<file path="src/hdl/sfpv_pkg.sv">
// Shared types, constants and a helper function for the stick frame to polar velocity block.
// No dependencies.
package sfpv_pkg;

  localparam int unsigned StrokeDef      = 660;
  localparam int unsigned CordicStepsDef = 16;
  localparam int unsigned TabLen         = 24;
  localparam int signed   PiQ13          = 25736;
  localparam int signed   SpeedLimit     = 4194048;

  localparam logic [2:0] REG_STICK_CENTER = 3'd0;
  localparam logic [2:0] REG_DEAD_ZONE    = 3'd1;
  localparam logic [2:0] REG_MAX_RPM      = 3'd2;
  localparam logic [2:0] REG_DZ_VALUE     = 3'd3;
  localparam logic [2:0] REG_RATE_UP      = 3'd4;
  localparam logic [2:0] REG_RATE_MID     = 3'd5;
  localparam logic [2:0] REG_RATE_DOWN    = 3'd6;

  localparam logic [1:0] SW_UP   = 2'd1;
  localparam logic [1:0] SW_DOWN = 2'd2;
  localparam logic [1:0] SW_MID  = 2'd3;

  typedef struct packed {
    logic [10:0] c0;
    logic [10:0] c1;
    logic [10:0] c2;
    logic [10:0] c3;
    logic [1:0]  s1;
    logic [1:0]  s2;
    logic [8:0]  gear;
  } item_t;

  function automatic logic signed [15:0] atan_lut(input logic [4:0] i);
    logic signed [15:0] r;
    r = 16'sd0;
    case (i)
      5'd0: r = 16'sd6434;
      5'd1: r = 16'sd3798;
      5'd2: r = 16'sd2007;
      5'd3: r = 16'sd1019;
      5'd4: r = 16'sd511;
      5'd5: r = 16'sd256;
      5'd6: r = 16'sd128;
      5'd7: r = 16'sd64;
      5'd8: r = 16'sd32;
      5'd9: r = 16'sd16;
      5'd10: r = 16'sd8;
      5'd11: r = 16'sd4;
      5'd12: r = 16'sd2;
      5'd13: r = 16'sd1;
      default: r = 16'sd0;
    endcase
    return r;
  endfunction

endpackage

</file>
<file path="src/hdl/sfpv_queue.sv">
// Two-entry queue between front and back ends.
// Depends on sfpv_pkg.
module sfpv_queue import sfpv_pkg::*; (
  input  logic  clk_i,
  input  logic  rst_ni,
  input  logic  wr_i,
  input  item_t wdata_i,
  output logic  full_o,
  output logic  empty_o,
  input  logic  rd_i,
  output item_t rdata_o
);

  item_t      mem_q [2];
  logic       wp_q, rp_q;
  logic [1:0] cnt_q;

  assign full_o  = (cnt_q == 2'd2);
  assign empty_o = (cnt_q == 2'd0);
  assign rdata_o = mem_q[rp_q];

  always_ff @(posedge clk_i) begin
    if (wr_i) begin
      mem_q[wp_q] <= wdata_i;
    end
  end

  always_ff @(posedge clk_i or negedge rst_ni) begin
    if (!rst_ni) begin
      wp_q  <= 1'b0;
      rp_q  <= 1'b0;
      cnt_q <= 2'd0;
    end else begin
      if (wr_i) wp_q <= ~wp_q;
      if (rd_i) rp_q <= ~rp_q;
      cnt_q <= cnt_q + {1'b0, wr_i} - {1'b0, rd_i};
    end
  end

endmodule

</file>
<file path="config.mk">
export PLATFORM = sky130hd
export DESIGN_NAME = sfpv_queue
export DESIGN_NICKNAME = d
export VERILOG_FILES = /design/src/hdl/sfpv_pkg.sv /design/src/hdl/sfpv_queue.sv
export SDC_FILE = /design/constraint.sdc
export NUM_CORES = 1
export LEC_CHECK = 0
export ABC_AREA = 1
export BUFFER_PORTS_ARGS = -buffer_cell sky130_fd_sc_hd__buf_2
export CORE_UTILIZATION = 30
export DETAILED_ROUTE_END_ITERATION = 6
export PLACE_DENSITY = 0.52
export SLEW_MARGIN = 10
export SYNTH_ARGS = -nofsm -noshare
export SYNTH_HDL_FRONTEND = slang
export SYNTH_SLANG_ARGS = --single-unit
</file>
<file path="constraint.sdc">
create_clock -name clk_i -period 3.3 [get_ports clk_i]
set_clock_uncertainty 0.2 [all_clocks]
set_input_delay 0.495 -clock clk_i [delete_from_list [all_inputs] [get_ports clk_i]]
set_output_delay 0.495 -clock clk_i [all_outputs]
set_load 0.005 [all_outputs]
</file>
Word-level counts from Yosys, hierarchy flattened. Memory sizes are Yosys's and may differ from the RTL's. Index checks and enable logic that the tools add are counted.

Bits in latches: 0. Memories: 1. RAM bits: 114. Input port bits: 61. Bits in read-only memories: 0. Register bits after elaboration: 4.

Memories: mem_q (depth 2, width 57, read ports 1, clocked after Yosys merged registers in 0, write ports 1, RTL line sfpv_queue.sv:14) `item_t mem_q [2];`.

$add $sub $neg: 2. Equal/unequal tests: 1. Bitwise logic cells: 2. Reduce and logical (&&, ||, !) cells: 1. Multiplexer cells: 2. Multipliers: 0. Shift-type cells: 0. Order comparisons: 0. Div/mod/pow operators: 0.

Operator list (count): adder 2 x 1 -> 2 bit (1); equality test 2 bit (second input constant) (1); zero test 2 bit (1); two-way mux 1 bit (2); NOT 1 bit (2); subtractor 2 x 1 -> 2 bit (1).

Logic depth before layout (Yosys ltp). Gate-level depths: netlist of the first run.

Word-level depth: 2. Mapped depth: 7. Mapped depth without buffers: 7.

Worst setup path after synthesis of the first run. Ideal clock, no wire load.

Path type: in2reg. Start point: input port wr_i. End point: memory mem_q[0][0] (netlist bit) (enable). Arrival time: 2.927 ns. Path buffers: 0. Required time: 2.627 ns. Slack: -0.300 ns. Cell stages on the path: 2. Cells stage by stage: inv_1 -> nor2_1.

Longest elaborated chain between the ends: 2.

Ends and longest elaborated chain: start, declared (RTL line sfpv_queue.sv:6) `input logic wr_i,`; two-way mux 1 bit (RTL line sfpv_queue.sv:23) `if (wr_i) begin`; two-way mux 1 bit (not written as such) (RTL line sfpv_queue.sv:24) `mem_q[wp_q] <= wdata_i;`; end, declared (RTL line sfpv_queue.sv:14).

No other way between the ends.

==> flow_summary_export.csv, run 1 <==
group,metric,value,unit
synth,synthesis.area_per_instance,14.9,um^2
critical_path,worst_setup_path_end_kind,"output pin",
critical_path,timing.reg2reg.worst_path_depth,3,
power_and_ir_drop,powerDensity,860,nW/um^2
clock_tree,cts-htree-levels,4,
global_route,antenna_found_initial,1,
critical_path,r2r-start,"wp_q",
clock_tree,cts_inserted_buffers,17,
sta,slew-limit-headroom,0.541,
die,placeableCoreArea,15400,um^2
routing,drc,0,
cells_and_area,fin_cells,679,
cells_and_area,multi_input_logic_area,901,um^2
flow_run,timing.max_cap.violations,0,
die,die-area,16600,um^2
cells_and_area,filler_cell_count,1500,
routing,totalWireLength,8330,um
place,placement.io_buffers,119,
power_and_ir_drop,p_leak,0.00258,uW
place,finalWeightedCongestion,0.659,
sta,fmax,0.383,GHz
cells_and_area,drive_gt1_frac,0.543,
critical_path,cp_max_fo,42,
global_route,grt_remaining_overflow,0,
sta,timing.final.max_slew_violations,0,
worst_hold_path,hold_depth,1,
routing,detailedRoute.firstPassIterationCount,4,
run_status,run_status,"completed",
global_route,grt_max_degree,43,
critical_path,crit_type,"reg -> out",
critical_path,ff2ff_setup_slack,1.59,ns
worst_hold_path,whs_endpoint,"mem_q[1][22]",
place,placedCellCount,647,
sta,period_needed,2.61,ns
routing,drt_first_iter_violations,100,
clock_tree,clk_path_buf_depth,2,
critical_path,reg2reg_to,"mem_q[1][55]",
clock_tree,clk_root_buffer_cell,"clkbuf_16",
sta,worst-slew-pin-transition,0.689,ns
cells_and_area,layout.nets,519,
die,ioPinCount,120,
synth,netlist_cell_types,16,
place,dp_worst_setup_slack,1.08,ns
die,initial_core_util,0.312,
clock_tree,clk_pin_slew_worst_paths,0.05,ns
worst_hold_path,hold_start,"wdata_i[22]",
routing,route.detailed.vias_per_inst,4.02,
cells_and_area,layout.area.seq,3530,um^2
power_and_ir_drop,vdd.ir_drop.worst,517,uV
sta,setup-tns-final,0,ns
routing,drt-wirelength-per-cell,12.3,um
routing,postRouteAntennaNets,0,
sta,rsz0062_at_grt,"false",
global_route,grt_first_pass_wirelength,13000,um
synth,synth.cell_area,4820,um^2
synth,synthCells,323,
critical_path,crit_required,2.60,ns
clock_tree,tritoncts,"done",
synth,postSynthRegisterBits,118,
sta,hold_viol_final,0,
global_route,globalRouteTotalUtil,0.107,
sta,final_setup_violation_count,0,
critical_path,worst_ep_arrival_time,1.91,ns
sta,period_share,0.790,
synth,synthesis.yosys.warnings,0,
cells_and_area,area_growth,27.6,%
critical_path,cp-start-kind,"flop",
cells_and_area,n_antenna_cell,0,
worst_hold_path,worst_hold_path_type,"in -> reg",
die,fp.dieW,129,um
power_and_ir_drop,fin_total_pwr,5290,uW
sta,setup_slack,0.692,ns
die,rows,45,
die,dieHeight,129,um
synth,synth_fp_nets,386,
routing,num_vias,2727,
place,hpwlAfterDp,5560,um
global_route,grt_pass1_vias,2656,
synth,synth_seq_area_share,0.731,
clock_tree,clk_latency,0.40,ns
clock_tree,cts_sink_count,118,
-- cells by family (layout without fill, tap and decap cells) --
kind of cell | count (synthesis) | count (layout) | share of synthesized area
compound gates | 57 | 57 | 0.0981
simple gates | 67 | 67 | 0.0784
xor+xnor | 2 | 2 | 0.00363
fa+ha+maj | 2 | 2 | 0.00519
flops | 118 | 118 | 0.731
buf+inv | 77 | 222 | 0.0838
-- synthesized netlist by cell type --
library cell	count	share of area
nand3_1	1	0.0010
nand2_2	50	0.065
o21ai_1	2	0.0021
o21ai_0	5	0.0052
clkbuf_4	1	0.0016
nor2_1	3	0.0023
dfrtp_1	4	0.021
inv_1	64	0.050
buf_6	1	0.0023
xor2_1	2	0.0036
o21ai_2	50	0.091
buf_12	6	0.025
nand2_1	13	0.010
ha_1	2	0.0052
buf_2	5	0.0052
edfxtp_1	114	0.71
-- layout make-up --
cell class              instances  share of cell area
clock buffers                  19              0.0704
clock inverters                12              0.0144
inverters                      64              0.0391
multi-input cells             128               0.146
flip-flops and latches        118               0.574
well taps                     211              0.0429
repair buffers                127               0.113
-- metal layers --
layer  up-vias  track usage  routed length, um
met2        80        0.177               4130
met4         0       0.0498                148
met5         -            0                  0
li1       1363            -                  -
met1      1267        0.117               3470
met3        17       0.0516                580
-- what timing repair did --
action | CTS | global route
setup buffers | 0 | 0
endpoints found under the hold margin | 4 | 0
hold buffers | 1 | 0
gates resized for setup | 0 | 0
-- worst max-delay path by stage --
| stage | start | slack [ns] | end |
|---|---|---|---|
| final | rp_q | 0.69 | rdata_o[2] |
| after global placement | rp_q | 1.11 | rdata_o[2] |
| after detailed placement | rp_q | 1.08 | rdata_o[2] |
| after floorplan | wr_i | 0.68 | mem_q[0][0] |
| after global routing | rp_q | 0.56 | rdata_o[30] |
| after CTS | rp_q | 0.63 | rdata_o[2] |
-- flip-flops by register name, indices dropped and copies added, names as in the netlist --
register and flops:
mem_q 114, cnt_q 2, rp_q 1, wp_q 1
-- where the power goes --
part	switching [uW]	internal, uW	leakage, uW
clock	601	1010	0.000252
sequential	211	2000	0.00112
combinational	826	643	0.00121
-- worst max-delay path, cell delays in order, from the launching register on --
cell	delay, ns
dfrtp_4	0.88
buf_12	0.31
nand2_1	0.08
o21ai_0	0.07
buf_2	0.13
-- per-stage QoR --
step | hold slack [ns] | area [um^2] | utilization
floorplan | -0.000591 | 4820 | -
global placement | 0.103 | 5620 | 0.364
detailed placement | 0.105 | 5620 | 0.364
CTS | 0.0506 | 6150 | 0.399
global route | 0.0500 | 6150 | 0.399
finish | 0.0765 | 6150 | 0.399
-- placed cells by master (no fill, tap or decap) --
master / n
buf_12: 3
buf_2: 119
buf_4: 4
bufinv_16: 1
clkbuf_1: 2
clkbuf_16: 17
clkinv_1: 4
clkinv_2: 4
clkinv_4: 1
clkinvlp_4: 2
dfrtp_1: 3
dfrtp_4: 1
dlygate4sd3_1: 1
edfxtp_1: 114
ha_1: 2
inv_1: 63
inv_2: 1
nand2_1: 13
nand2_2: 50
nand3_1: 1
nor2_1: 2
nor2_4: 1
o21ai_0: 5
o21ai_1: 2
o21ai_2: 50
xor2_1: 2
No activity file was read; power rests on OpenSTA's default activity.
==> run 2, diff against run 1 <==
--- a/config.mk
+++ b/config.mk
@@ -5,11 +5,11 @@
 export SDC_FILE = /design/constraint.sdc
 export NUM_CORES = 1
 export LEC_CHECK = 0
-export ABC_AREA = 1
+export ABC_AREA = 0
 export BUFFER_PORTS_ARGS = -buffer_cell sky130_fd_sc_hd__buf_2
 export CORE_UTILIZATION = 30
 export DETAILED_ROUTE_END_ITERATION = 6
-export PLACE_DENSITY = 0.52
+export PLACE_DENSITY = 0.51
 export SLEW_MARGIN = 10
 export SYNTH_ARGS = -nofsm -noshare
 export SYNTH_HDL_FRONTEND = slang
==> constraint.sdc (replaced) <==
create_clock -name clk_i -period 2.45 [get_ports clk_i]
set_clock_uncertainty 0.2 [all_clocks]
set_input_delay 0.3675 -clock clk_i [delete_from_list [all_inputs] [get_ports clk_i]]
set_output_delay 0.3675 -clock clk_i [all_outputs]
set_load 0.005 [all_outputs]
==> flow_summary_export.csv, run 2 <==
group,metric,value,unit
run_status,run_status,"completed",
power_and_ir_drop,powerDensity,1080,nW/um^2
die,ioPinCount,120,
clock_tree,clk_root_buffer_cell,"clkbuf_16",
cells_and_area,area_growth,45.7,%
sta,hold_viol_final,0,
cells_and_area,multi_input_logic_area,815,um^2
routing,postRouteAntennaNets,0,
power_and_ir_drop,p_leak,0.00251,uW
cells_and_area,largest_register_ff_count,114,
global_route,antenna_found_initial,0,
clock_tree,clk_latency,0.40,ns
clock_tree,cts-htree-levels,4,
routing,route.detailed.vias_per_inst,4.15,
synth,ys.flop_type,"edfxtp_1",
synth,synth_seq_area_share,0.803,
sta,period_needed,2.24,ns
critical_path,critical_path_cell_by_cell,"buf_12, mux2_2, buf_2",
sta,period_share,0.916,
clock_tree,tritoncts,"done",
cells_and_area,n_antenna_cell,0,
sta,whs,0.117,ns
clock_tree,clk_pin_slew_worst_paths,0.05,ns
synth,postSynthRegisterBits,118,
clock_tree,clk_path_buf_depth,2,
cells_and_area,layout.nets,452,
synth,synth_top_area_frac,0.781,
clock_tree,cts_sink_count,118,
sta,timing.final.max_slew_violations,0,
routing,detailedRoute.firstPassIterationCount,4,
sta,slew-limit-headroom,0.639,
critical_path,crit_required,1.88,ns
flow_run,timing.max_cap.violations,0,
routing,totalWireLength,8130,um
synth,synth-adder-area-share,0.00571,
routing,drt_first_iter_violations,130,
place,dp_worst_setup_slack,0.632,ns
critical_path,critical-path-top-delay-family,"buffers and inverters",
synth,synthesis.yosys.warnings,0,
die,placeableCoreArea,14100,um^2
sta,setup_slack,0.205,ns
cells_and_area,biggestRegsByFlops,"mem_q (114), cnt_q (2)",
die,dieHeight,123,um
critical_path,crit_type,"reg -> out",
die,initial_core_util,0.311,
synth,synth.most_common_cell,"edfxtp_1",
synth,synth.area.mux_share,0.163,
critical_path,cp-start-kind,"flop",
global_route,globalRouteTotalUtil,0.113,
synth,area_leader_netlist,"edfxtp_1",
routing,drt-wirelength-per-cell,14.0,um
die,fp.dieW,123,um
synth,netlist_cell_types,13,
global_route,grt_first_pass_wirelength,12200,um
synth,synth.cell_area,4390,um^2
routing,num_vias,2414,
cells_and_area,layout.area.seq,3520,um^2
synth,synth_fp_nets,255,
critical_path,critPathSlowestCell,"mux2_2",
sta,final_setup_violation_count,0,
worst_hold_path,worst_hold_path_type,"in -> async",
critical_path,worst_path_largest_cell_delay,0.40,ns
sta,worst-slew-pin-transition,0.542,ns
critical_path,cp_max_fo,58,
global_route,grt_pass1_vias,2474,
synth,synth_simple_gate_area_frac,0.00514,
die,die-area,15100,um^2
critical_path,cp_num_buf_inv,2,
place,finalWeightedCongestion,0.670,
synth,synth_enable_flop_cells,114,
die,rows,43,
clock_tree,cts_inserted_buffers,17,
synth,synthCells,192,
routing,drc,0,
synth,synthArstFlopShare,0.0339,
place,placement.cell_area,5240,um^2
cells_and_area,most-common-layout-cells,"buf_2, edfxtp_1, dlygate4sd3_1",
global_route,grt_remaining_overflow,0,
cells_and_area,final_cell_area,6390,um^2
place,hpwlAfterDp,4860,um
synth,synthesis.area_per_instance,22.8,um^2
power_and_ir_drop,vdd.ir_drop.worst,588,uV
critical_path,worst_setup_path_end_kind,"output pin",
critical_path,worst_ep_arrival_time,1.68,ns
cells_and_area,largest-register,"mem_q",
synth,post_synth_most_frequent_cells,"edfxtp_1, mux2_2, mux2_4, dfrtp_1",
cells_and_area,drive_gt1_frac,0.522,
cells_and_area,filler_cell_count,1270,
place,placement.io_buffers,119,
synth,synth_xor_xnor_area_share,0.00942,
sta,fmax,0.445,GHz
cells_and_area,layout_commonest_cell,"buf_2",
synth,synth-compound-area-share,0,
sta,setup-tns-final,0,ns
synth,synth_top_family_by_area,"multiplexers",
sta,rsz0062_at_grt,"false",
global_route,grt_max_degree,59,
synth,synthTopCellsByArea,"edfxtp_1, mux2_2, mux2_4",
==> run 2: through the flow <==
| stage | std cells | power [uW] | util |
|---|---|---|---|
| final | 582 | 6890 | 0.453 |
| after CTS | 582 | 7020 | 0.453 |
| after global placement | 490 | 4610 | 0.372 |
| after detailed placement | 490 | 4620 | 0.372 |
| after floorplan | 192 | 3920 | - |
| after global routing | 582 | 7260 | 0.453 |
==> run 2: logic make-up after synthesis <==
logic type	after synthesis
xor gates and xnor gates	3
and+or+nand+nor	4
buffers and inverters	8
DFF	118
muxes	57
adders and majority gates	2
==> run 2: power breakdown <==
| part | internal (uW) | switching (uW) |
|---|---|---|
| sequential | 2690 | 101 |
| combinational | 1000 | 820 |
| clock | 1470 | 807 |
==> run 2: cell type report <==
cell class | instances | area share
well taps | 180 | 0.0352
inverters | 2 | 0.00117
clock buffers | 20 | 0.0683
clock inverters | 12 | 0.0174
repair buffers | 184 | 0.199
flip-flops and latches | 118 | 0.551
multi-input cells | 66 | 0.127
==> run 2: worst register-to-register path, delay by kind of cell, from the launching register on <==
kind                   cells  cell delay, ns
and+or+nand+nor            1            0.48
buffers and inverters      1            0.27
DFF                        1            0.42
==> run 2: timing repair <==
item	in CTS	in global routing
setup buffers	0	0
endpoints found under the hold margin	120	0
endpoints found under the setup margin	0	0
resized for setup	0	0
hold buffers	60	0
==> run 2: final timing paths <==
check                        from            to  slack (ns)  depth (start not counted)
setup / recovery             rp_q   rdata_o[25]        0.21                          3
hold / removal             rst_ni      cnt_q[0]        0.12                          2
setup reg to reg             wp_q  mem_q[1][11]        0.76                          2
hold reg to reg              wp_q          wp_q        0.34                          1
max in group asynchronous  rst_ni          rp_q        1.80                          2
min in group clk_i           wp_q          wp_q        0.34                          1
==> run 2: layer usage <==
metal | track usage | share of wire
met1 | 0.130 | 0.44
met5 | 0 | 0
met2 | 0.179 | 0.47
met4 | 0.0457 | 0.012
met3 | 0.0577 | 0.074
==> run 3, diff against run 2 <==
==> constraint.sdc (replaced) <==
create_clock -name clk_i -period 2.6 [get_ports clk_i]
set_clock_uncertainty 0.2 [all_clocks]
set_input_delay 0.39 -clock clk_i [delete_from_list [all_inputs] [get_ports clk_i]]
set_output_delay 0.39 -clock clk_i [all_outputs]
set_load 0.005 [all_outputs]
==> flow_summary_export.csv, run 3 (synthesis gave the netlist of run 2 again) <==
group,metric,value,unit
global_route,grt_pass1_vias,2525,
power_and_ir_drop,swShare,0.254,
critical_path,cp-start-kind,"flop",
clock_tree,tritoncts,"done",
place,placedCellCount,491,
critical_path,ff2ff_setup_slack,0.92,ns
die,initial_core_util,0.311,
routing,detailedRoute.firstPassIterationCount,4,
die,dieHeight,123,um
clock_tree,post_cts_hold_buffer_count,60,
power_and_ir_drop,switchingPower,1670,uW
sta,fmax,0.417,GHz
clock_tree,cts_resized,0,
die,ioPinCount,120,
sta,setup-tns-final,0,ns
sta,timing.final.max_slew_violations,0,
die,placeableCoreArea,14100,um^2
cells_and_area,layout.nets,453,
power_and_ir_drop,p_seq_frac,0.413,
sta,slew-limit-headroom,0.686,
global_route,grt_first_pass_wirelength,12300,um
global_route,antenna_found_initial,0,
routing,drt_first_iter_violations,55,
cells_and_area,area_growth,46.6,%
place,finalWeightedCongestion,0.626,
power_and_ir_drop,vdd.ir_drop.worst,476,uV
power_and_ir_drop,pwr-share-clk,0.334,
clock_tree,clk_pin_slew_worst_paths,0.05,ns
cells_and_area,largest-register,"mem_q",
power_and_ir_drop,power_report.internal_total,4900,uW
power_and_ir_drop,fin_total_pwr,6570,uW
routing,totalWireLength,8130,um
routing,postRouteAntennaNets,0,
critical_path,r2r-start,"wp_q",
place,placement.io_buffers,119,
critical_path,crit_required,2.01,ns
power_and_ir_drop,portion_of_total_power_attributed_to_combinational_logic,0.253,
die,fp.dieW,123,um
routing,drt-wirelength-per-cell,13.9,um
routing,num_vias,2401,
clock_tree,clk_latency,0.41,ns
cells_and_area,drive_gt1_frac,0.533,
critical_path,worst_path_largest_cell_delay,0.67,ns
cells_and_area,fin_cells,583,
global_route,grt_remaining_overflow,0,
cells_and_area,n_antenna_cell,0,
cells_and_area,most-common-layout-cells,"buf_2, edfxtp_1, dlygate4sd3_1",
clock_tree,cts_sink_count,118,
cells_and_area,layout_commonest_cell,"buf_2",
critical_path,worst_setup_path_end_kind,"output pin",
sta,setup_slack,0.205,ns
clock_tree,clk_root_buffer_cell,"clkbuf_16",
cells_and_area,largest_register_ff_count,114,
clock_tree,cts.repair_timing.setup_buffer_count,0,
run_status,run_status,"completed",
die,die-area,15100,um^2
sta,hold_viol_final,0,
sta,period_share,0.921,
critical_path,worst_ep_arrival_time,1.81,ns
sta,period_needed,2.40,ns
clock_tree,cts_inserted_buffers,17,
critical_path,timing.critical_path.from,"rp_q",
place,hpwlAfterDp,4970,um
worst_hold_path,worst_hold_path_type,"in -> async",
cells_and_area,biggestRegsByFlops,"mem_q (114), cnt_q (2)",
power_and_ir_drop,powerDensity,1020,nW/um^2
die,rows,43,
power_and_ir_drop,p_leak,0.00253,uW
sta,whs,0.122,ns
sta,worst-slew-pin-transition,0.471,ns
critical_path,critical_path_cell_by_cell,"buf_12, mux2_2, buf_2",
critical_path,crit_type,"reg -> out",
flow_run,timing.max_cap.violations,0,
routing,route.detailed.vias_per_inst,4.12,
sta,rsz0062_at_grt,"false",
routing,drc,0,
global_route,grt_max_degree,32,
place,dp_worst_setup_slack,0.594,ns
sta,final_setup_violation_count,0,
critical_path,cp_max_fo,24,
clock_tree,clk_path_buf_depth,2,
critical_path,critPathSlowestCell,"dfrtp_4",
global_route,globalRouteTotalUtil,0.115,
clock_tree,cts-htree-levels,4,
run 3: final timing paths:
kind                                 to  cells after the start
setup / recovery            rdata_o[49]                      3
setup reg to reg           mem_q[1][44]                      2
min in group clk_i                 wp_q                      1
max in group asynchronous          rp_q                      2
hold reg to reg                    wp_q                      1
hold / removal                 cnt_q[1]                      2
run 3: cell type report:
cell class / instances / area (um^2)
Clock buffer: 18 / 429
Clock inverter: 14 / 136
Fill cell: 1273 / 7660
Inverter: 2 / 7.51
Multi-Input combinational cell: 66 / 815
Sequential cell: 118 / 3530
Tap cell: 180 / 225
Timing Repair Buffer: 185 / 1290
run 3: metrics by stage:
step | cell area [um^2] | util
after floorplan | 4390 | -
after global placement | 5270 | 0.374
after detailed placement | 5270 | 0.374
after CTS | 6430 | 0.456
after global routing | 6430 | 0.456
final | 6430 | 0.456
run 3: power by group through the flow:
stage	Clock [uW]	Sequential [uW]	Combinational, uW
after CTS	2250	2730	1710
final	2190	2710	1660
after global placement	0	2750	1630
after floorplan	0	2650	1040
after global routing	2330	2760	1820
after detailed placement	0	2760	1630
run 3: worst max-delay path, delay by kind of cell (launching register included):
kind	cells	cell delay, ns
DFF	1	0.67
buffers and inverters	2	0.36
muxes	1	0.36
run 3: layer usage:
metal  vias up  part of all wire  global-route usage
met3        12             0.066              0.0549
met1      1139              0.42               0.127
met2        89              0.50               0.188
li1       1161                 -                   -
met5         -                 0                   0
met4         0             0.015              0.0503
