### config.mk
export PLATFORM = sky130hd
export DESIGN_NAME = sfpv_front
export DESIGN_NICKNAME = d
export VERILOG_FILES = /design/src/hdl/sfpv_pkg.sv /design/src/hdl/sfpv_front.sv
export SDC_FILE = /design/constraint.sdc
export NUM_CORES = 1
export LEC_CHECK = 0
export ABC_AREA = 0
export BUFFER_PORTS_ARGS = -buffer_cell sky130_fd_sc_hd__buf_2
export CAP_MARGIN = 20
export CORE_ASPECT_RATIO = 0.75
export CORE_MARGIN = 2
export CORE_UTILIZATION = 27
export CTS_CLUSTER_SIZE = 8
export DETAILED_ROUTE_END_ITERATION = 8
export HOLD_SLACK_MARGIN = 0.03
export PLACE_DENSITY = 0.8
export SLEW_MARGIN = 15
export SYNTH_ARGS = -nofsm -noshare
export SYNTH_HDL_FRONTEND = slang
export SYNTH_SLANG_ARGS = --single-unit
### constraint.sdc
create_clock -name clk_i -period 1 [get_ports clk_i]
set_clock_uncertainty 0.05 [all_clocks]
set_input_delay 0.1 -clock clk_i [delete_from_list [all_inputs] [get_ports clk_i]]
set_output_delay 0.1 -clock clk_i [all_outputs]
set_load 0.005 [all_outputs]
### src/hdl/sfpv_pkg.sv
// Shared types, constants and a helper function for the stick frame to polar velocity block.
// No dependencies.
package sfpv_pkg;

  localparam int unsigned StrokeDef      = 660;
  localparam int unsigned CordicStepsDef = 16;
  localparam int unsigned TabLen         = 24;
  localparam int signed   PiQ13          = 25736;
  localparam int signed   SpeedLimit     = 4194048;

  localparam logic [2:0] REG_STICK_CENTER = 3'd0;
  localparam logic [2:0] REG_DEAD_ZONE    = 3'd1;
  localparam logic [2:0] REG_MAX_RPM      = 3'd2;
  localparam logic [2:0] REG_DZ_VALUE     = 3'd3;
  localparam logic [2:0] REG_RATE_UP      = 3'd4;
  localparam logic [2:0] REG_RATE_MID     = 3'd5;
  localparam logic [2:0] REG_RATE_DOWN    = 3'd6;

  localparam logic [1:0] SW_UP   = 2'd1;
  localparam logic [1:0] SW_DOWN = 2'd2;
  localparam logic [1:0] SW_MID  = 2'd3;

  typedef struct packed {
    logic [10:0] c0;
    logic [10:0] c1;
    logic [10:0] c2;
    logic [10:0] c3;
    logic [1:0]  s1;
    logic [1:0]  s2;
    logic [8:0]  gear;
  } item_t;

  function automatic logic signed [15:0] atan_lut(input logic [4:0] i);
    logic signed [15:0] r;
    r = 16'sd0;
    case (i)
      5'd0: r = 16'sd6434;
      5'd1: r = 16'sd3798;
      5'd2: r = 16'sd2007;
      5'd3: r = 16'sd1019;
      5'd4: r = 16'sd511;
      5'd5: r = 16'sd256;
      5'd6: r = 16'sd128;
      5'd7: r = 16'sd64;
      5'd8: r = 16'sd32;
      5'd9: r = 16'sd16;
      5'd10: r = 16'sd8;
      5'd11: r = 16'sd4;
      5'd12: r = 16'sd2;
      5'd13: r = 16'sd1;
      default: r = 16'sd0;
    endcase
    return r;
  endfunction

endpackage

### src/hdl/sfpv_front.sv
// Front end: unpacks frames, fixes zero switches, attaches and updates the gear rate.
// Depends on sfpv_pkg.
module sfpv_front import sfpv_pkg::*; (
  input  logic        clk_i,
  input  logic        rst_ni,
  input  logic        in_valid,
  output logic        in_stall,
  input  logic [47:0] frame_bits_i,
  input  logic [8:0]  rate_up_i,
  input  logic [8:0]  rate_mid_i,
  input  logic [8:0]  rate_down_i,
  output logic        q_valid_o,
  input  logic        q_full_i,
  output item_t       q_item_o
);

  logic [8:0] gear_q, gear_d;
  logic [1:0] s1, s2;
  logic [8:0] nr;
  logic       acc;

  assign in_stall = q_full_i;
  assign acc      = in_valid & ~q_full_i;
  assign s1 = (frame_bits_i[45:44] == 2'd0) ? SW_MID : frame_bits_i[45:44];
  assign s2 = (frame_bits_i[47:46] == 2'd0) ? SW_MID : frame_bits_i[47:46];

  always_comb begin
    case (s2)
      SW_UP:   nr = rate_up_i;
      SW_DOWN: nr = rate_down_i;
      default: nr = rate_mid_i;
    endcase
    gear_d = (nr > 9'd256) ? 9'd256 : nr;
  end

  always_ff @(posedge clk_i or negedge rst_ni) begin
    if (!rst_ni) begin
      gear_q <= 9'd256;
    end else if (acc) begin
      gear_q <= gear_d;
    end
  end

  assign q_valid_o = acc;
  assign q_item_o  = '{c0: frame_bits_i[10:0], c1: frame_bits_i[21:11],
                       c2: frame_bits_i[32:22], c3: frame_bits_i[43:33],
                       s1: s1, s2: s2, gear: gear_q};

endmodule

## Word-level counts from Yosys, hierarchy flattened

Cells that the tools add are included.
Widths: inputs -> output; s select.

| cells by class | value |
|---|---|
| add/subtract/negate cells | 0 |
| $mul | 0 |
| divide/modulo/power cells | 0 |
| magnitude comparators | 1 |
| equality and inequality tests | 2 |
| shift operators | 0 |
| muxes and demuxes | 4 |
| bitwise gates (word level) | 2 |
| reductions and logical operators | 2 |

Operator list:

| kind | number |
|---|---|
| $pmux 9 s2 | 1 |
| $gt 9x9->1 const B | 1 |
| $mux 9 | 1 |
| $logic_not 2->1 | 2 |
| $mux 2 | 2 |
| $eq 2x1->1 const B | 1 |
| $eq 2x2->1 const B | 1 |
| $and 1x1->1 | 1 |
| $not 1->1 | 1 |

| storage, ports and cells | value |
|---|---|
| bits in registers | 9 |
| bits in latches | 0 |
| RAM bits | 0 |
| ROM bits | 0 |
| bits of input ports | 79 |
| memories kept | 0 |

## Logic depth before layout (Yosys ltp)

Gate-level depths: netlist of run 1.

| logic depth | value |
|---|---|
| depth in word-level cells | 6 |
| gate-level depth with buffers | 6 |
| mapped depth without buffers | 5 |

## Least setup slack after synthesis of run 1

OpenSTA, ideal clock, no wires.

| path | value |
|---|---|
| kind | input-to-reg |
| from | input port frame_bits_i[46] |
| to | register gear_q[0] |
| library setup time | 0.110 ns |
| arrival | 1.045 ns |
| data required time | 0.840 ns |
| path slack | -0.206 ns |
| cell stages on the path | 6 |
| cell sequence | inv_1 -> ha_1 -> buf_4 -> nand2_1 -> o21ai_4 -> o41ai_1 |

| on the way | value |
|---|---|
| longest elaborated chain between the ends | 6 |
| elaborated cells on any way between the ends | 7 |
| classes of those cells | order compare (1); eq/ne (2); mux (3); reduce/logical (1) |

Ends and longest elaborated chain:

| element | line | source |
|---|---|---|
| start, declared | sfpv_front.sv:8 | `input logic [47:0] frame_bits_i,` |
| $logic_not 2->1 | sfpv_front.sv:25 | `assign s2 = (frame_bits_i[47:46] == 2'd0) ? SW_MID : frame_bits_i[47:46];` |
| $mux 2 * | sfpv_front.sv:25 |  |
| $eq 2x2->1 / $eq 2x1->1 (equally long branches) | sfpv_front.sv:28 | `case (s2)` |
| $pmux 9 s2 * | sfpv_front.sv:28 |  |
| $gt 9x9->1 | sfpv_front.sv:33 | `gear_d = (nr > 9'd256) ? 9'd256 : nr;` |
| $mux 9 * | sfpv_front.sv:33 |  |
| end signal, assigned | sfpv_front.sv:40 | `gear_q <= gear_d;` |
| end, declared | sfpv_front.sv:17 | `logic [8:0] gear_q, gear_d;` |

Every way passes the cells marked *; elsewhere a longest branch is shown, timed or not.
A chain may end at the register's enable or synchronous reset.

## Worst setup path after layout of run 1

Same ends and word-level chain as after synthesis.

==> flow_metrics.py, run 1 <==
metrics = {
    "cts": {
        "cts_tree": "yes",
        "h-tree-depth": 1,
        "numCtsBuffers": 3,
        "cts.clk_slew.worst_paths_ps": 50,
        "clock_latency_ps": 220,
        "cts_sinks": 9,
        "cts_root_buf": "clkbuf_8",
        "clockBufferDepth": 2,
    },
    "outcome": {
        "violations": "negative setup slack",
        "status": "finished with violations",
    },
    "yosys": {
        "avgSynthCellArea_sq_um": 9.14,
        "synth-seq-cells": 9,
        "synth-async-reset-ratio_pct": 100,
        "ys_warn_count": 0,
        "seq_area_frac_synth_pct": 23.4,
        "yosys.area.top_type": "buf_4",
        "synthTopCellsByArea": "buf_4 (36%), dfrtp_1 (21%), a221oi_1 (7.2%)",
        "ys.flop_type": "dfrtp_1",
        "yosysMostFrequentCell": "buf_4",
        "syn_inst": 106,
        "syn-cell-area_sq_um": 968,
        "synth_top_area_share_pct": 36.4,
        "synth-edff-count": 0,
        "ys_top_cells_by_count": "buf_4 (47), nand2_1 (9), a221oi_1 (8), dfrtp_1 (8), nor2b_1 (8)",
        "synth.distinct_cells": 17,
        "synth_nets": 187,
    },
    "critical_path": {
        "r2r_start": "gear_q[8]$_DFFE_PN1P_",
        "cp-end-kind": "register",
        "r2r_end": "gear_q[8]$_DFFE_PN1P_",
        "worstPathArrival_ps": 1080,
        "cp_max_fo": 9,
        "r2r_cells": 1,
        "endpoint": "gear_q[0]$_DFFE_PN0P_",
        "path_class": "primary input to register",
        "startpoint_type": "primary input",
        "cp.required_ps": 1070,
        "rrSetupSlack_ps": 220,
        "critPathLaunch": "frame_bits_i[46]",
    },
    "sta": {
        "setup_ws_ps": -15.3,
        "hold_viol_final": 0,
        "slew_headroom_pct": 76.4,
        "drv_slew": 0,
        "tns_ps": -25.7,
        "setup_violations": 2,
        "clock.fmax_mhz": 985,
        "rsz0062_at_grt": "true",
        "tightest_slew_ps": 354,
        "holdWs_ps": 147,
        "period_needed_ps": 1020,
        "timing.final.crit_share_pct": 102,
    },
    "detailed_routing": {
        "drt_iter0_markers": 40,
        "wl_per_cell_um": 15.1,
        "final_antenna_net_count": 0,
        "first_pass_iters": 4,
        "vias": 778,
        "drc": 0,
        "vias_per_cell": 4.77,
        "totalWireLength_um": 2470,
    },
    "grt": {
        "track_usage_pct": 11.9,
        "gr-total-overflow": 0,
        "grt_pass1_wl_um": 3790,
        "grt_max_degree": 16,
        "grt_antenna_before_repair": 0,
        "grt_pass1_vias": 810,
    },
    "pwr": {
        "internal-power_mw": 1.05,
        "sw_frac_of_total_pct": 28.9,
        "combPwrFrac_pct": 40.8,
        "finalPower_mw": 1.48,
        "switching_power_mw": 0.427,
        "p_clk_share_pct": 27.7,
        "power.density_mw_per_mm2": 1180,
        "ir_worst_vdd_uv": 378,
        "p_seq_share_pct": 31.5,
        "p_leak_nw": 0.661,
    },
    "finish": {
        "seqCellArea_sq_um": 226,
        "layout.cells.non_filler": 163,
        "final_util_pct": 37.4,
        "top_regs": "gear_q: 9 flops",
        "design_area_sq_mm": 0.00125,
        "syn_to_final_growth_pct": 29.6,
        "drive_gt1_share_pct": 77.2,
        "multi_input_area_sq_um": 505,
        "n_antenna_cell": 0,
        "regMostFlops": "gear_q",
        "largest_reg_flops": 9,
        "nNetsFinal": 205,
        "fill_cells": 332,
    },
    "floorplanning": {
        "dieArea_sq_mm": 0.00409,
        "start_util_pct": 28.9,
        "rows": 18,
        "die_x_um": 73.2,
        "io_pins": 138,
        "core-area_sq_mm": 0.00336,
        "die_h_um": 55.9,
    },
    "hold_path": {
        "min_path_type": "primary input to register",
        "worstHoldStart": "rate_mid_i[3]",
    },
    "run": {
        "maxCapViolations": 0,
    },
    "place": {
        "io_buffers": 49,
        "dp_cells": 149,
        "place_congestion": 0.771,
        "place_ws_ps": -362,
        "dpl-instance-area_sq_mm": 0.00106,
    },
}
==> routing by layer <==
layer  global-route usage (%)  wire length (um)  up-vias
met5                        0                 0        -
met1                     12.3               820      371
met3                     5.25               206       14
li1                         -                 -      349
met4                     6.35                76        0
met2                     19.8              1370       44
==> worst min path at each step <==
| stage | end | slack, ps | cells past startpoint |
|---|---|---|---|
| final | gear_q[3]$_DFFE_PN0P_ | 150 | 3 |
| after detailed placement | gear_q[0]$_DFFE_PN0P_ | -90 | 1 |
| after global placement | gear_q[0]$_DFFE_PN0P_ | -90 | 1 |
| after CTS | q_item_o[23] | 150 | 0 |
| after floorplan | gear_q[0]$_DFFE_PN0P_ | -250 | 0 |
| after global routing | gear_q[3]$_DFFE_PN0P_ | 150 | 3 |
==> placed cells by master, fill, tap and decap left out, types with 2 or more instances in the layout <==
| cell | netlist | final |
|---|---|---|
| a221oi_1 | 8 | 5 |
| a221oi_2 | 0 | 3 |
| buf_12 | 0 | 2 |
| buf_2 | 0 | 47 |
| buf_4 | 47 | 12 |
| clkbuf_8 | 0 | 3 |
| dfrtp_1 | 8 | 8 |
| ha_4 | 0 | 2 |
| inv_1 | 5 | 3 |
| nand2_1 | 9 | 8 |
| nand2b_1 | 2 | 2 |
| nor2b_4 | 0 | 8 |
| o41ai_2 | 1 | 7 |
==> logic make-up after synthesis <==
logic type               after synthesis  share of synthesized area (%)
AO/OA/AOI/OAI                         18                           19.1
AND/OR/NAND/NOR                       20                           11.4
multiplexers                           1                           1.16
flip-flops                             9                           23.4
buffers and inverters                 56                           42.4
adder cells (fa/ha/maj)                2                           2.58
==> critical path: stages <==
cell and delay, ps:
buf_12 90, inv_8 30, ha_4 270, buf_8 150, nor2b_4 130, o41ai_4 320
==> what timing repair did <==
| action | in CTS | in global routing |
|---|---|---|
| hold buffers | 1 | 0 |
| pin swaps | 5 | 3 |
| endpoints found under the setup margin | 10 | 8 |
| setup buffers | 9 | 0 |
| resized for setup | 9 | 3 |
| endpoints found under the hold margin | 9 | 0 |
==> cell type report <==
cell class              instances  share of cell area, %
flip-flops and latches          9                   18.0
well taps                      40                   3.99
inverters                       5                   2.09
multi-input cells              41                   40.3
clock buffers                   4                   3.59
repair buffers                 64                   32.0
==> power by group through the flow <==
stage          combinational, mW  clock [mW]  sequential, mW
5_1_grt                    0.645       0.445           0.476
6_report                   0.603       0.409           0.466
2_1_floorplan              0.450           0           0.474
4_1_cts                    0.593       0.418           0.468
3_3_place_gp               0.502           0           0.471
3_5_place_dp               0.510           0           0.473
(Power assumes the default switching activity.)
==> run 2: changes to the inputs <==
BUFFER_PORTS_ARGS = -buffer_cell sky130_fd_sc_hd__buf_4   (was -buffer_cell sky130_fd_sc_hd__buf_2)
==> flow_metrics.py, run 2 (same netlist as run 1, synthesis figures left out) <==
metrics = {
    "detailed_routing": {
        "drc": 0,
        "wl_per_cell_um": 17.2,
        "final_antenna_net_count": 0,
        "totalWireLength_um": 2890,
        "vias_per_cell": 4.90,
        "first_pass_iters": 4,
        "drt_iter0_markers": 57,
        "vias": 824,
    },
    "pwr": {
        "p_clk_share_pct": 24.9,
        "internal-power_mw": 1.16,
        "combPwrFrac_pct": 46.1,
        "p_seq_share_pct": 29.0,
        "switching_power_mw": 0.470,
        "sw_frac_of_total_pct": 28.8,
        "power.density_mw_per_mm2": 1100,
        "ir_worst_vdd_uv": 620,
        "p_leak_nw": 0.739,
    },
    "grt": {
        "grt_max_degree": 15,
        "grt_antenna_before_repair": 0,
        "grt_pass1_vias": 860,
        "gr-total-overflow": 0,
        "grt_pass1_wl_um": 4220,
        "track_usage_pct": 13.2,
    },
    "sta": {
        "setup_ws_ps": -10.1,
        "rsz0062_at_grt": "true",
        "timing.final.crit_share_pct": 101,
        "period_needed_ps": 1010,
        "setup_violations": 2,
        "hold_viol_final": 0,
        "clock.fmax_mhz": 990,
        "tightest_slew_ps": 341,
        "slew_headroom_pct": 77.3,
        "drv_slew": 0,
    },
    "critical_path": {
        "r2r_cells": 1,
        "critical_path.slowest_cell": "dfstp_2",
        "path_class": "register to output pin",
        "cp-end-kind": "output pin",
        "r2r_end": "gear_q[8]$_DFFE_PN1P_",
        "r2r_start": "gear_q[8]$_DFFE_PN1P_",
        "worstPathArrival_ps": 860,
        "path_buf_inv": 1,
        "rrSetupSlack_ps": 210,
        "crit_path_cell_trace": "buf_6",
        "slowest_delay_ps": 540,
        "startpoint_type": "register",
        "cp.required_ps": 850,
        "cp_top_family": "flip-flops",
        "cp_max_fo": 2,
    },
    "floorplanning": {
        "die_h_um": 55.9,
        "die_x_um": 73.2,
        "rows": 18,
        "dieArea_sq_mm": 0.00409,
        "start_util_pct": 28.9,
        "core-area_sq_mm": 0.00336,
        "io_pins": 138,
    },
    "finish": {
        "regMostFlops": "gear_q",
        "layout_common_cells": "buf_4 (58), nor2b_4 (8), nand2_1 (8), dfrtp_1 (8), o41ai_2 (7)",
        "design_area_sq_mm": 0.00148,
        "nNetsFinal": 210,
        "n_antenna_cell": 0,
        "final_common_cell": "buf_4",
        "drive_gt1_share_pct": 80.5,
        "largest_reg_flops": 9,
        "syn_to_final_growth_pct": 52.6,
        "final_util_pct": 44.0,
        "top_regs": "gear_q: 9 flops",
    },
    "cts": {
        "cts_root_buf": "clkbuf_8",
        "h-tree-depth": 1,
        "clock_latency_ps": 230,
        "numCtsBuffers": 3,
        "cts.clk_slew.worst_paths_ps": 40,
        "cts_sinks": 9,
        "clockBufferDepth": 2,
        "cts_tree": "yes",
    },
    "place": {
        "dp_hpwl_um": 2000,
        "place_congestion": 0.844,
        "io_buffers": 49,
        "dpl-instance-area_sq_mm": 0.00120,
    },
    "outcome": {
        "violations": "negative setup slack",
        "status": "finished with violations",
    },
    "hold_path": {
        "min_path_type": "primary input to output pin",
        "worstHoldEndpoint": "q_item_o[17]",
        "holdPathStages": 0,
        "worstHoldStart": "frame_bits_i[37]",
    },
    "run": {
        "maxCapViolations": 0,
    },
}
run 2: cell count changes in the layout (fill, tap and decap cells not counted), sizes merged:
cell / delta
buf: +4
o21ai: +1
run 2: power by group through the flow:
stage / Combinational (mW) / Sequential, mW / Clock, mW
2_1_floorplan: 0.450 / 0.474 / 0
3_3_place_gp: 0.582 / 0.475 / 0
3_5_place_dp: 0.596 / 0.475 / 0
4_1_cts: 0.697 / 0.472 / 0.416
5_1_grt: 0.795 / 0.479 / 0.447
6_report: 0.751 / 0.473 / 0.405
run 2: through the flow:
stage               worst slack, ps  hold slack (ps)  cells  power, mW  TNS, ps
global route                  -39.4              150    168       1.72    -60.3
floorplan                      -141             -246    106      0.924    -1220
detailed placement             -266             -123    149       1.07    -2110
CTS                           -15.7              140    161       1.58    -46.5
finish                        -10.1              150    168       1.63    -11.9
global placement               -237             -125    149       1.06    -1860
run 2: cell type report:
type                       count  area (sq um)
fill                         302          1880
timing repair buffer          68           573
multi-input combinational     42           557
sequential                     9           226
tap                           40          50.0
clock buffer                   4          45.0
inverter                       5          26.3
run 2: worst max path at each step:
stage | from | to | slack, ps | cells past startpoint
after floorplan | frame_bits_i[47] | gear_q[0]$_DFFE_PN0P_ | -140 | 5
after global placement | frame_bits_i[47] | gear_q[8]$_DFFE_PN1P_ | -240 | 6
after detailed placement | frame_bits_i[47] | gear_q[8]$_DFFE_PN1P_ | -270 | 6
after CTS | gear_q[8]$_DFFE_PN1P_ | q_item_o[8] | -20 | 1
after global routing | gear_q[8]$_DFFE_PN1P_ | q_item_o[8] | -40 | 1
final | gear_q[8]$_DFFE_PN1P_ | q_item_o[8] | -10 | 1
run 2: per-layer routing:
layer	wire length [um]	vias up	GRT usage, %
met4	147	0	7.67
met3	234	22	5.43
li1	-	364	-
met5	0	-	0
met1	994	385	12.7
met2	1520	53	23.2
run 2: timing repair:
item / 4_1_cts / 5_1_grt
gates resized for setup: 13 / 9
cloned: 2 / 0
endpoints found under the hold margin: 9 / 0
endpoints found under the setup margin: 4 / 10
hold buffers: 1 / 0
setup buffers: 6 / 7
pin swaps: 11 / 11
==> run 3: changes to the inputs <==
GPL_TIMING_DRIVEN = 0   (was not set)
==> flow_metrics.py, run 3 (same netlist as run 1, synthesis figures left out) <==
metrics = {
    "outcome": {
        "status": "finished with violations",
        "violations": "negative setup slack",
    },
    "finish": {
        "final_util_pct": 61.7,
        "layout_common_cells": "buf_4 (144), nor2b_4 (8), nand2_1 (8), dfrtp_1 (8), o41ai_2 (7)",
        "regMostFlops": "gear_q",
        "top_regs": "gear_q: 9 flops",
        "n_antenna_cell": 0,
        "largest_reg_flops": 9,
        "multi_input_area_sq_um": 527,
        "syn_to_final_growth_pct": 114,
        "drive_gt1_share_pct": 87.3,
        "final_common_cell": "buf_4",
        "seqCellArea_sq_um": 226,
        "fill_cells": 296,
        "nNetsFinal": 294,
        "design_area_sq_mm": 0.00207,
    },
    "detailed_routing": {
        "vias_per_cell": 4.34,
        "first_pass_iters": 4,
        "drc": 0,
        "wl_per_cell_um": 13.6,
        "drt_iter0_markers": 38,
        "final_antenna_net_count": 0,
        "totalWireLength_um": 3420,
        "vias": 1094,
    },
    "floorplanning": {
        "dieArea_sq_mm": 0.00409,
        "die_x_um": 73.2,
        "die_h_um": 55.9,
        "start_util_pct": 28.9,
        "io_pins": 138,
        "rows": 18,
        "core-area_sq_mm": 0.00336,
    },
    "run": {
        "maxCapViolations": 0,
    },
    "grt": {
        "gr-total-overflow": 0,
        "track_usage_pct": 15.0,
        "grt_pass1_wl_um": 4840,
        "grt_pass1_vias": 1061,
        "grt_antenna_before_repair": 0,
        "grt_max_degree": 11,
    },
    "sta": {
        "timing.final.crit_share_pct": 106,
        "hold_viol_final": 0,
        "setup_violations": 10,
        "tightest_slew_ps": 343,
        "rsz0062_at_grt": "true",
        "drv_slew": 0,
        "setup_ws_ps": -58.5,
        "period_needed_ps": 1060,
        "clock.fmax_mhz": 945,
        "slew_headroom_pct": 77.2,
    },
    "cts": {
        "cts_root_buf": "clkbuf_8",
        "h-tree-depth": 1,
        "cts_tree": "yes",
        "clock_latency_ps": 220,
        "cts_sinks": 9,
        "cts.clk_slew.worst_paths_ps": 50,
        "clockBufferDepth": 2,
        "numCtsBuffers": 3,
    },
    "pwr": {
        "p_leak_nw": 1.13,
        "power.density_mw_per_mm2": 910,
        "finalPower_mw": 1.88,
        "ir_worst_vdd_uv": 527,
    },
    "place": {
        "dp_hpwl_um": 2790,
        "place_congestion": 0.751,
        "io_buffers": 93,
        "dpl-instance-area_sq_mm": 0.00188,
    },
    "critical_path": {
        "cp_max_fo": 6,
        "endpoint": "gear_q[2]$_DFFE_PN0P_",
        "startpoint_type": "primary input",
        "cp-end-kind": "register",
        "r2r_end": "gear_q[8]$_DFFE_PN1P_",
        "worstPathArrival_ps": 1120,
        "critPathLaunch": "frame_bits_i[47]",
        "rrSetupSlack_ps": 220,
        "crit_path_cell_trace": "buf_8 -> ha_4 -> buf_6 -> nand2_4 -> o21ai_4 -> o41ai_2",
        "r2r_cells": 1,
        "cp.required_ps": 1060,
        "r2r_start": "gear_q[8]$_DFFE_PN1P_",
        "path_class": "primary input to register",
        "critical_path.slowest_cell": "o41ai_2",
        "slowest_delay_ps": 370,
    },
    "hold_path": {
        "min_path_type": "primary input to register",
    },
}
## run 3: cell count changes in the layout (fill, tap and decap cells not counted), moves of 2 or more
cell and change:
buf_4 +86, a221oi_1 +3, buf_12 -3, buf_6 -3, a221oi_2 -2, buf_8 +2
## run 3: final cells by class
cell class                      instances  share of cell area [%]
Buffer                                 48                    18.4
Tap cell                               40                    2.42
Multi-Input combinational cell         42                    25.5
Sequential cell                         9                    10.9
Clock buffer                            3                    2.00
Inverter                                5                    1.27
Clock inverter                          1                   0.242
Timing Repair Buffer                  104                    39.2
## run 3: what timing repair did
action / CTS / global route
hold endpoints to repair: 9 / 0
pin swaps: 4 / 4
endpoints found under the setup margin: 10 / 10
hold buffers: 1 / 0
cloned: 2 / 0
gates resized for setup: 4 / 8
buffers inserted: 4 / 5
## run 3: per-layer routing
metal / vias to the layer above / wire length (um) / GRT usage [%]
met3: 2 / 284 / 2.90
met4: 0 / 20 / 3.70
met2: 52 / 1920 / 30.4
met5: - / 0 / 0
li1: 530 / - / -
met1: 510 / 1200 / 15.2
## run 3: worst min-delay path by stage
stage	startpoint	end	cells past startpoint
final	rate_mid_i[3]	gear_q[3]$_DFFE_PN0P_	3
after global routing	rate_mid_i[3]	gear_q[3]$_DFFE_PN0P_	3
after CTS	rate_mid_i[3]	gear_q[3]$_DFFE_PN0P_	3
after detailed placement	rst_ni	gear_q[0]$_DFFE_PN0P_	1
after global placement	rst_ni	gear_q[7]$_DFFE_PN0P_	1
after floorplan	rst_ni	gear_q[0]$_DFFE_PN0P_	0
## run 3: stage by stage
step	TNS (ps)	hold slack, ps	worst slack, ps	cells
final	-267	152	-58.5	252
after global routing	-516	148	-94.1	252
after CTS	-402	153	-61.3	247
after detailed placement	-3410	-122	-428	239
after global placement	-3250	-120	-394	239
after floorplan	-1220	-246	-141	106
## run 3: power by group
| part | leakage [nW] | internal, mW | total, mW | switching (mW) |
|---|---|---|---|---|
| clock | 0.0255 | 0.271 | 0.405 | 0.134 |
| sequential | 0.114 | 0.433 | 0.466 | 0.0331 |
| combinational | 0.996 | 0.657 | 1.01 | 0.355 |
| total | 1.13 | 1.36 | 1.88 | 0.522 |
## run 3: worst max-delay path, delay by kind of cell
kind	cells	cell delay, ps
AO/OA/AOI/OAI	2	440
adder cells (fa/ha/maj)	1	270
AND/OR/NAND/NOR	1	70
buffers and inverters	2	240
